--- src/pnrs_pkg.sv ---
// Shared types and fixed widths for the pink noise row-sum block.
package pnrs_pkg;

  localparam int unsigned IN_W   = 16;  // width of the white_sample port
  localparam int unsigned OUT_W  = 16;  // width of the pink_sample port
  localparam int unsigned STEP_W = 16;  // step counter width, wraps

  // Per-transaction control handed from the row sequencer to the sum stage
  typedef struct packed {
    logic start;  // start_new seen: drop running sum
    logic fill;   // row is written during the fill phase, no old value to remove
    logic done;   // this row closes a group, a result follows
  } issue_t;

endpackage

--- src/pnrs_row_mem.sv ---
// Row store: single address, read-before-write, registered read data.
module pnrs_row_mem #(
  parameter int unsigned DEPTH = 16,
  parameter int unsigned WIDTH = 16
) (
  input  logic                     clk_i,
  input  logic                     we_i,
  input  logic [$clog2(DEPTH)-1:0] addr_i,
  input  logic [WIDTH-1:0]         wdata_i,
  output logic [WIDTH-1:0]         rdata_o
);

  logic [WIDTH-1:0] mem [DEPTH];
  logic [WIDTH-1:0] rdata_q;

  // old contents come out the cycle after the write of the new value
  always_ff @(posedge clk_i) begin
    if (we_i) begin
      rdata_q      <= mem[addr_i];
      mem[addr_i]  <= wdata_i;
    end
  end

  assign rdata_o = rdata_q;

endmodule

--- src/pnrs_ctrl.sv ---
// Row sequencer: fill phase, step counter, group end and next row address.
module pnrs_ctrl #(
  parameter int unsigned ROW_COUNT = 16
) (
  input  logic                         clk_i,
  input  logic                         rst_ni,
  input  logic                         accept_i,
  input  logic                         start_new_i,
  output logic [$clog2(ROW_COUNT)-1:0] row_o,
  output pnrs_pkg::issue_t             issue_o
);

  localparam int unsigned AW = $clog2(ROW_COUNT);

  // trailing-zero index of n, limited to the last row
  function automatic logic [AW-1:0] last_row_for(input logic [pnrs_pkg::STEP_W-1:0] n);
    logic [AW-1:0] res;
    logic          found;
    res   = AW'(ROW_COUNT - 1);
    found = 1'b0;
    for (int i = 0; i < int'(pnrs_pkg::STEP_W); i++) begin
      if (!found && (i < int'(ROW_COUNT)) && n[i]) begin
        res   = AW'(i);
        found = 1'b1;
      end
    end
    return res;
  endfunction

  logic                        filling_q, filling_d;
  logic [AW-1:0]               ptr_q, ptr_d;
  logic [AW-1:0]               last_q, last_d;
  logic [pnrs_pkg::STEP_W-1:0] step_q, step_d;

  logic                        fill;
  logic [AW-1:0]               ptr, last;
  logic [pnrs_pkg::STEP_W-1:0] step, step_inc;
  logic                        done;

  // a start request rewinds everything before this row is placed
  always_comb begin
    fill     = start_new_i ? 1'b1 : filling_q;
    ptr      = start_new_i ? '0   : ptr_q;
    last     = start_new_i ? '0   : last_q;
    step     = start_new_i ? '0   : step_q;
    step_inc = step + pnrs_pkg::STEP_W'(1);
    done     = fill ? (ptr == AW'(ROW_COUNT - 1)) : (ptr >= last);
  end

  always_comb begin
    filling_d = filling_q;
    ptr_d     = ptr_q;
    last_d    = last_q;
    step_d    = step_q;
    if (accept_i) begin
      if (done) begin
        filling_d = 1'b0;
        ptr_d     = '0;
        step_d    = step_inc;
        last_d    = last_row_for(step_inc);
      end else begin
        filling_d = fill;
        ptr_d     = ptr + AW'(1);
        step_d    = step;
        last_d    = last;
      end
    end
  end

  always_ff @(posedge clk_i or negedge rst_ni) begin
    if (!rst_ni) begin
      filling_q <= 1'b1;
      ptr_q     <= '0;
      last_q    <= '0;
      step_q    <= '0;
    end else begin
      filling_q <= filling_d;
      ptr_q     <= ptr_d;
      last_q    <= last_d;
      step_q    <= step_d;
    end
  end

  assign row_o         = ptr;
  assign issue_o.start = start_new_i;
  assign issue_o.fill  = fill;
  assign issue_o.done  = done;

endmodule

--- src/pnrs_mean.sv ---
// Floor mean: offset sum divided by ROW_COUNT via reciprocal multiply and one correction.
module pnrs_mean #(
  parameter int unsigned ROW_COUNT = 16,
  parameter int unsigned SAMPLE_W  = 16
) (
  input  logic                                      clk_i,
  input  logic                                      rst_ni,
  input  logic                                      valid_i,
  input  logic [SAMPLE_W+$clog2(ROW_COUNT)-1:0]     sum_i,    // sum plus offset, unsigned
  output logic                                      stall_o,
  output logic                                      valid_o,
  input  logic                                      stall_i,
  output logic signed [pnrs_pkg::OUT_W-1:0]         mean_o
);

  localparam int unsigned LR = $clog2(ROW_COUNT);
  localparam int unsigned UW = SAMPLE_W + LR;
  localparam int unsigned MW = UW + 1;
  localparam int unsigned SH = UW + LR;
  localparam int unsigned PW = UW + MW;
  localparam longint unsigned RECIP = (64'd1 << SH) / ROW_COUNT;
  localparam logic [MW-1:0] RECIP_M = RECIP[MW-1:0];

  logic              v2_q, v3_q;
  logic              adv2, adv3;
  logic [UW-1:0]     u2_q;
  logic [PW-1:0]     prod_q;
  logic [SAMPLE_W-1:0] q_est, q_fix, q_signed;
  logic [UW:0]       q_times_r, rem;
  logic signed [pnrs_pkg::OUT_W-1:0] mean_q, mean_d;

  assign adv3    = !v3_q || !stall_i;
  assign adv2    = !v2_q || adv3;
  assign stall_o = !adv2;

  // estimate is exact or one low
  always_comb begin
    q_est     = prod_q[SH +: SAMPLE_W];
    q_times_r = (UW + 1)'(q_est) * (UW + 1)'(ROW_COUNT);
    rem       = {1'b0, u2_q} - q_times_r;
    q_fix     = (rem >= (UW + 1)'(ROW_COUNT)) ? q_est + SAMPLE_W'(1) : q_est;
    // remove the offset of half range: flip the top bit
    q_signed  = q_fix ^ (SAMPLE_W'(1) << (SAMPLE_W - 1));
    mean_d    = pnrs_pkg::OUT_W'(signed'(q_signed));
  end

  always_ff @(posedge clk_i or negedge rst_ni) begin
    if (!rst_ni) begin
      v2_q <= 1'b0;
      v3_q <= 1'b0;
    end else begin
      if (adv2) v2_q <= valid_i;
      if (adv3) v3_q <= v2_q;
    end
  end

  always_ff @(posedge clk_i) begin
    if (adv2 && valid_i) begin
      u2_q   <= sum_i;
      prod_q <= PW'(sum_i) * PW'(RECIP_M);
    end
    if (adv3 && v2_q) begin
      mean_q <= mean_d;
    end
  end

  assign valid_o = v3_q;
  assign mean_o  = mean_q;

endmodule

--- src/pink_noise_row_sum.sv ---
// Top level: Voss-McCartney pink noise with row memory and running row sum.
//
// Pink noise generator of the Voss-McCartney kind. Each accepted transaction
// carries one white sample that replaces the next row of a ROW_COUNT-row
// store, and a running sum of all rows is corrected by the difference. After
// reset or a start_new transaction the first ROW_COUNT samples fill all rows;
// after that each group refreshes rows 0 up to the trailing-zero index of the
// step counter (all rows when its low bits are zero). The transaction that
// closes a group produces one pink_sample, floor(sum / ROW_COUNT); other
// transactions produce nothing. One sample is taken every clock cycle while
// the input is not stalled: each sample does a single read-before-write on
// the row memory, whose old value reaches the sum stage the next cycle, so
// no interlock is needed. A result goes through the sum stage, reciprocal
// multiply and correction into the output register. Backpressure on the
// output only stalls the input once the pipeline is full. Only the low
// min(SAMPLE_BITS,16) bits of white_sample are used, taken as signed.
module pink_noise_row_sum #(
  parameter int unsigned ROW_COUNT   = 16,
  parameter int unsigned SAMPLE_BITS = 16
) (
  input  logic                               clk_i,
  input  logic                               rst_ni,
  input  logic                               in_valid_i,
  output logic                               in_stall_o,
  input  logic signed [pnrs_pkg::IN_W-1:0]   white_sample_i,
  input  logic                               start_new_i,
  output logic                               out_valid_o,
  input  logic                               out_stall_i,
  output logic signed [pnrs_pkg::OUT_W-1:0]  pink_sample_o
);

  localparam int unsigned SW = (SAMPLE_BITS < pnrs_pkg::IN_W) ? SAMPLE_BITS : pnrs_pkg::IN_W;
  localparam int unsigned LR = $clog2(ROW_COUNT);
  localparam int unsigned AW = LR;
  localparam int unsigned UW = SW + LR;
  localparam int unsigned TW = UW + 1;
  // offset that makes any possible sum non-negative
  localparam logic [TW-1:0] SUM_OFS = TW'(ROW_COUNT) << (SW - 1);

  logic                 accept;
  logic                 mean_stall;
  logic                 adv1;
  logic [AW-1:0]        row;
  pnrs_pkg::issue_t     issue;
  logic [SW-1:0]        sample;
  logic [SW-1:0]        old_row;

  // sum stage
  logic                 v1_q;
  pnrs_pkg::issue_t     issue1_q;
  logic [SW-1:0]        s1_q;
  logic signed [TW-1:0] total_q, total_d, base;
  logic [TW-1:0]        shifted;

  assign sample     = white_sample_i[SW-1:0];
  assign adv1       = !v1_q || !mean_stall;
  assign in_stall_o = !adv1;
  assign accept     = in_valid_i && adv1;

  pnrs_ctrl #(
    .ROW_COUNT (ROW_COUNT)
  ) u_ctrl (
    .clk_i       (clk_i),
    .rst_ni      (rst_ni),
    .accept_i    (accept),
    .start_new_i (start_new_i),
    .row_o       (row),
    .issue_o     (issue)
  );

  pnrs_row_mem #(
    .DEPTH (ROW_COUNT),
    .WIDTH (SW)
  ) u_row_mem (
    .clk_i   (clk_i),
    .we_i    (accept),
    .addr_i  (row),
    .wdata_i (sample),
    .rdata_o (old_row)
  );

  // running sum: drop the old row (not during fill) and add the new one
  always_comb begin
    base    = issue1_q.start ? '0 : total_q;
    total_d = base + TW'(signed'(s1_q));
    if (!issue1_q.fill) begin
      total_d = total_d - TW'(signed'(old_row));
    end
    shifted = total_d + SUM_OFS;
  end

  always_ff @(posedge clk_i or negedge rst_ni) begin
    if (!rst_ni) begin
      v1_q    <= 1'b0;
      total_q <= '0;
    end else begin
      if (adv1) v1_q <= accept;
      if (v1_q && adv1) total_q <= total_d;
    end
  end

  always_ff @(posedge clk_i) begin
    if (accept) begin
      issue1_q <= issue;
      s1_q     <= sample;
    end
  end

  pnrs_mean #(
    .ROW_COUNT (ROW_COUNT),
    .SAMPLE_W  (SW)
  ) u_mean (
    .clk_i   (clk_i),
    .rst_ni  (rst_ni),
    .valid_i (v1_q && issue1_q.done),
    .sum_i   (shifted[UW-1:0]),
    .stall_o (mean_stall),
    .valid_o (out_valid_o),
    .stall_i (out_stall_i),
    .mean_o  (pink_sample_o)
  );

endmodule

--- config.mk ---
export PLATFORM = sky130hd
export DESIGN_NAME = pink_noise_row_sum
export DESIGN_NICKNAME = d
export VERILOG_FILES = /design/src/pnrs_pkg.sv /design/src/pnrs_row_mem.sv /design/src/pnrs_ctrl.sv /design/src/pnrs_mean.sv /design/src/pink_noise_row_sum.sv
export SDC_FILE = /design/constraint.sdc
export NUM_CORES = 1
export LEC_CHECK = 0
export ABC_CLOCK_PERIOD_IN_PS = 9100
export BUFFER_PORTS_ARGS = -buffer_cell sky130_fd_sc_hd__buf_2
export CAP_MARGIN = 25
export CORE_UTILIZATION = 65
export DETAILED_ROUTE_END_ITERATION = 8
export GPL_TIMING_DRIVEN = 0
export PLACE_DENSITY = 0.82
export SYNTH_ARGS = -nofsm -noshare
export SYNTH_HDL_FRONTEND = slang
export SYNTH_SLANG_ARGS = --single-unit
--- constraint.sdc ---
create_clock -name clk_i -period 9.1 [get_ports clk_i]
set_input_delay 1.365 -clock clk_i [delete_from_list [all_inputs] [get_ports clk_i]]
set_output_delay 1.365 -clock clk_i [all_outputs]
set_load 0.01 [all_outputs]
==> metrics.txt <==
# TYPE chip_impl_metric gauge
chip_impl_metric{name="nets",unit=""} 1420
chip_impl_info{name="r2r_end",value="total_q[19]$_DFFE_PN0P_"} 1
chip_impl_metric{name="globalRouteOverflowTotal",unit=""} 0
chip_impl_metric{name="multi_input_gate_area",unit="um2"} 5850
chip_impl_metric{name="hold_ws",unit="ps"} 417
chip_impl_metric{name="max_clock_freq",unit="MHz"} 159
chip_impl_metric{name="worstPathBufferInverterCount",unit=""} 2
chip_impl_metric{name="worst_slack",unit="ps"} 2830
chip_impl_metric{name="synth_area",unit="um2"} 17200
chip_impl_metric{name="fin_tns_setup",unit="ps"} 0
chip_impl_metric{name="gpl.final_weighted_congestion",unit=""} 0.883
chip_impl_metric{name="die_area",unit="um2"} 27100
chip_impl_info{name="post-synth-top-area-cell",value="sky130_fd_sc_hd__edfxtp_1"} 1
chip_impl_metric{name="hold_buffers_post_cts",unit=""} 0
chip_impl_metric{name="cts_max_path_bufs",unit=""} 3
chip_impl_metric{name="starting_utilization_of_the_core_area",unit="%"} 66.1
chip_impl_metric{name="ir_worst_vdd",unit="mV"} 0.240
chip_impl_info{name="cp_slowest_cell",value="sky130_fd_sc_hd__clkbuf_1"} 1
chip_impl_metric{name="numPlacedInstances",unit=""} 1642
chip_impl_metric{name="top_level_ports",unit=""} 39
chip_impl_metric{name="max_stage_delay",unit="ps"} 490
chip_impl_info{name="clk_root_buffer_cell",value="sky130_fd_sc_hd__clkbuf_16"} 1
chip_impl_info{name="synth_area_leaders",value="sky130_fd_sc_hd__edfxtp_1, sky130_fd_sc_hd__dfrtp_1, sky130_fd_sc_hd__mux2i_1, sky130_fd_sc_hd__ha_1, sky130_fd_sc_hd__a21oi_1"} 1
chip_impl_metric{name="worstPathRequired",unit="ps"} 9510
chip_impl_metric{name="placeableCoreArea",unit="um2"} 26000
chip_impl_metric{name="seq_area",unit="um2"} 10900
chip_impl_metric{name="clk_transition_reported_paths",unit="ps"} 60
chip_impl_info{name="synth_top_cells_by_count",value="sky130_fd_sc_hd__edfxtp_1, sky130_fd_sc_hd__nand2_1, sky130_fd_sc_hd__mux2i_1, sky130_fd_sc_hd__a21oi_1, sky130_fd_sc_hd__o21ai_0"} 1
chip_impl_metric{name="ys_seq_elements",unit=""} 371
chip_impl_metric{name="remaining_drc_errors",unit=""} 0
chip_impl_metric{name="grt_start_max_net_pins",unit=""} 35
chip_impl_metric{name="hold_path_depth",unit=""} 0
chip_impl_info{name="cpMostUsedCell",value="sky130_fd_sc_hd__a21oi_1"} 1
chip_impl_info{name="critical_path_class",value="register to register"} 1
chip_impl_metric{name="synth-edff-count",unit=""} 323
chip_impl_info{name="critical_path.top_delay_family",value="compound AO/OA/AOI/OAI gates"} 1
chip_impl_info{name="run_status",value="finished, final reports clean"} 1
chip_impl_metric{name="post_drt_via_cell_ratio",unit=""} 6.49
chip_impl_metric{name="layout.cells.non_filler",unit=""} 1710
chip_impl_metric{name="fillerInstances",unit=""} 1641
chip_impl_info{name="timing.hold.worst_endpoint",value="u_mean.mean_o[3]$_DFFE_PP_"} 1
chip_impl_metric{name="syn_inst",unit=""} 1266
chip_impl_metric{name="final_layout_size_suffix_gt1_share",unit="%"} 12.3
chip_impl_metric{name="routedWlPerCell",unit="um"} 23.8
chip_impl_info{name="crit_path_start_kind",value="register"} 1
chip_impl_info{name="hp-start",value="u_mean.u2_q[7]$_DFFE_PP_"} 1
chip_impl_metric{name="grt_antenna_before_repair",unit=""} 0
chip_impl_metric{name="synthToLayoutAreaGrowth",unit="%"} 11.0
chip_impl_metric{name="postSynthNetCount",unit=""} 1339
chip_impl_metric{name="async_set_or_reset_register_ratio_after_synthesis",unit="%"} 12.9
chip_impl_metric{name="initialDrtViolationCount",unit=""} 1437
chip_impl_metric{name="cts_num_sinks",unit=""} 371
chip_impl_info{name="rsz0062_at_grt",value="no"} 1
chip_impl_metric{name="timing.reg2reg.worst_path_depth",unit=""} 22
chip_impl_metric{name="cts-buffers-inserted",unit=""} 38
chip_impl_metric{name="worst_relative_slew_slack",unit="%"} 28.2
chip_impl_metric{name="clock_latency",unit="ps"} 540
chip_impl_metric{name="dieWidth",unit="um"} 165
chip_impl_metric{name="power-per-cell-area",unit="nW/um2"} 246
chip_impl_metric{name="ant_nets",unit=""} 0
chip_impl_metric{name="vias",unit=""} 11100
chip_impl_metric{name="synth_top_area_share",unit="%"} 56.5
chip_impl_info{name="path_cells",value="clkbuf_1, clkbuf_1, nor2b_1, ha_1, fa_1, a21o_1, a21oi_1, o21bai_1, a21oi_1, o21bai_1, a21oi_1, xnor2_1, ha_1, nand2_1, nor2_1, and3_1, a221o_1, a21oi_2, mux2i_1, o211a_1, o32ai_1, a311o_1"} 1
chip_impl_info{name="tritoncts",value="done"} 1
chip_impl_metric{name="report.final.setup_viol",unit=""} 0
chip_impl_metric{name="power_leakage",unit="nW"} 7.11
chip_impl_metric{name="final_min_period_over_clock_period",unit="%"} 68.9
chip_impl_metric{name="wirelength",unit="mm"} 40.7
chip_impl_metric{name="cp_data_arrival_time",unit="ps"} 6680
chip_impl_metric{name="grt_use_total",unit="%"} 30.9
chip_impl_metric{name="avgSynthCellArea",unit="um2"} 13.6
chip_impl_metric{name="die_y",unit="um"} 165
chip_impl_info{name="element_type_at_the_critical_path_end",value="register"} 1
chip_impl_info{name="yosysMostFrequentCell",value="sky130_fd_sc_hd__edfxtp_1"} 1
chip_impl_metric{name="cts_post_setup_buffers_inserted",unit=""} 0
chip_impl_metric{name="cts-resized-gates",unit=""} 0
chip_impl_metric{name="worst_pin_slew",unit="ps"} 1080
chip_impl_info{name="hold_class",value="register to register"} 1
chip_impl_metric{name="finalClockSkew",unit="ps"} 16.4
chip_impl_metric{name="crit_path_max_fanout",unit=""} 10
chip_impl_metric{name="rrSetupSlack",unit="ps"} 2830
chip_impl_metric{name="timing.max_cap.violations",unit=""} 0
chip_impl_info{name="postSynth.topFlopCell",value="sky130_fd_sc_hd__edfxtp_1"} 1
chip_impl_metric{name="first_pass_grt_wire_length",unit="mm"} 61.4
chip_impl_metric{name="dp_worst_setup_slack",unit="ps"} 3060
chip_impl_metric{name="clock_tree.htree_level_count",unit=""} 2
chip_impl_metric{name="first_global_vias",unit=""} 10900
chip_impl_metric{name="period_needed",unit="ps"} 6270
chip_impl_info{name="r2r-start",value="issue1_q[2]$_DFFE_PP_"} 1
chip_impl_metric{name="core.rowCount",unit=""} 59
chip_impl_metric{name="synth-seq-area-share",unit="%"} 63.5
chip_impl_metric{name="drt_pre_antenna_iters",unit=""} 6
chip_impl_metric{name="finalHoldViolCount",unit=""} 0
chip_impl_metric{name="place.detailed.hpwl",unit="mm"} 26.6
chip_impl_metric{name="ys_warn_count",unit=""} 0
chip_impl_metric{name="port-buffer-count",unit=""} 38
chip_impl_metric{name="slew_viol_final",unit=""} 0
chip_impl_metric{name="synth_cell_type_count",unit=""} 75
==> metrics by stage <==
| step | instance area (um2) | power, W | util (%) |
|---|---|---|---|
| 2_1_floorplan | 17200 | 0.00287 | - |
| 3_3_place_gp | 17800 | 0.00311 | 68.4 |
| 3_5_place_dp | 17800 | 0.00315 | 68.6 |
| 4_1_cts | 19100 | 0.00468 | 73.3 |
| 5_1_grt | 19100 | 0.00487 | 73.3 |
| 6_report | 19100 | 0.00470 | 73.4 |
==> where the power goes <==
group,switching [W],internal (W),total [W],leakage [nW]
combinational,0.000677,0.000464,0.00114,2.94
sequential,0.0000457,0.00197,0.00201,3.56
clock,0.000642,0.000898,0.00154,0.604
total,0.00137,0.00333,0.00470,7.11
==> worst max path at each step <==
stage	depth (start not counted)	slack, ps	startpoint	end
global route	22	2590	issue1_q[2]$_DFFE_PP_	total_q[19]$_DFFE_PN0P_
floorplan	21	4160	issue1_q[2]$_DFFE_PP_	total_q[19]$_DFFE_PN0P_
finish	22	2830	issue1_q[2]$_DFFE_PP_	total_q[19]$_DFFE_PN0P_
CTS	22	2950	issue1_q[2]$_DFFE_PP_	total_q[19]$_DFFE_PN0P_
detailed placement	22	3060	issue1_q[2]$_DFFE_PP_	total_q[19]$_DFFE_PN0P_
global placement	21	3200	issue1_q[2]$_DFFE_PP_	total_q[19]$_DFFE_PN0P_
==> worst register-to-register path, stage by stage (launching register included) <==
cell,delay (ps)
sky130_fd_sc_hd__edfxtp_1,380
sky130_fd_sc_hd__clkbuf_1,490
sky130_fd_sc_hd__clkbuf_1,470
sky130_fd_sc_hd__nor2b_1,120
sky130_fd_sc_hd__ha_1,280
sky130_fd_sc_hd__fa_1,430
sky130_fd_sc_hd__a21o_1,170
sky130_fd_sc_hd__a21oi_1,240
sky130_fd_sc_hd__o21bai_1,110
sky130_fd_sc_hd__a21oi_1,450
sky130_fd_sc_hd__o21bai_1,140
sky130_fd_sc_hd__a21oi_1,250
sky130_fd_sc_hd__xnor2_1,210
sky130_fd_sc_hd__ha_1,360
sky130_fd_sc_hd__nand2_1,90
sky130_fd_sc_hd__nor2_1,70
sky130_fd_sc_hd__and3_1,180
sky130_fd_sc_hd__a221o_1,390
sky130_fd_sc_hd__a21oi_2,240
sky130_fd_sc_hd__mux2i_1,380
sky130_fd_sc_hd__o211a_1,270
sky130_fd_sc_hd__o32ai_1,100
sky130_fd_sc_hd__a311o_1,320
==> metal layers <==
layer,wire (um),track usage [%],share of wire [%],vias to the layer above
met3,3080,4.97,7.6,91
met4,1240,10.6,3.0,0
met2,19800,51.6,49,590
met5,0,0,0,-
met1,16500,41.3,41,5461
li1,-,-,-,4950
==> final cells by class <==
cell class | count | area share [%]
Clock buffer | 48 | 5.45
Timing Repair Buffer | 41 | 1.25
Tap cell | 335 | 2.20
Inverter | 49 | 0.965
Buffer | 60 | 1.25
Sequential cell | 371 | 57.2
Clock inverter | 19 | 1.01
Antenna cell | 1 | 0.0131
Multi-Input combinational cell | 786 | 30.7
==> flip-flops by register name (all words and copies together), names as in the netlist <==
signal             flops
u_row_mem.rdata_o     16
u_row_mem.mem        256
total_q               20
u_ctrl.ptr_q           4
u_mean.mean_o         16
s1_q                  16
u_mean.valid_o         1
v1_q                   1
issue1_q               3
u_mean.v2_q            1
u_mean.u2_q           16
u_ctrl.filling_q       1
u_ctrl.step_q         16
u_ctrl.last_q          4
==> placed cells by master (no fill, tap or decap), types with 12 or more instances in the layout <==
master	instances
sky130_fd_sc_hd__ha_1	50
sky130_fd_sc_hd__nor2b_1	42
sky130_fd_sc_hd__clkbuf_16	39
sky130_fd_sc_hd__o21ai_0	55
sky130_fd_sc_hd__mux2_2	26
sky130_fd_sc_hd__edfxtp_1	323
sky130_fd_sc_hd__a211oi_1	17
sky130_fd_sc_hd__xnor2_1	28
sky130_fd_sc_hd__and3_1	20
sky130_fd_sc_hd__buf_2	47
sky130_fd_sc_hd__a21oi_1	80
sky130_fd_sc_hd__nor2_1	54
sky130_fd_sc_hd__dfrtp_1	47
sky130_fd_sc_hd__mux2i_1	92
sky130_fd_sc_hd__nor3_1	19
sky130_fd_sc_hd__clkbuf_1	46
sky130_fd_sc_hd__xor2_1	14
sky130_fd_sc_hd__inv_1	49
sky130_fd_sc_hd__nand2_1	98
sky130_fd_sc_hd__a21o_1	16
sky130_fd_sc_hd__a32oi_1	12
==> kinds of logic (layout without fill, tap and decap cells) <==
family,after synthesis,in the layout,share of synthesized area (%)
multiplexers,132,132,8.75
other,0,1,0
AND/OR/NAND/NOR,287,287,8.42
adder cells (fa/ha/maj),52,52,3.88
XOR/XNOR,42,42,2.14
buffers and inverters,109,217,2.45
flip-flops,371,371,63.5
AO/OA/AOI/OAI,273,273,10.9
No activity file was read; power rests on OpenSTA's default activity.
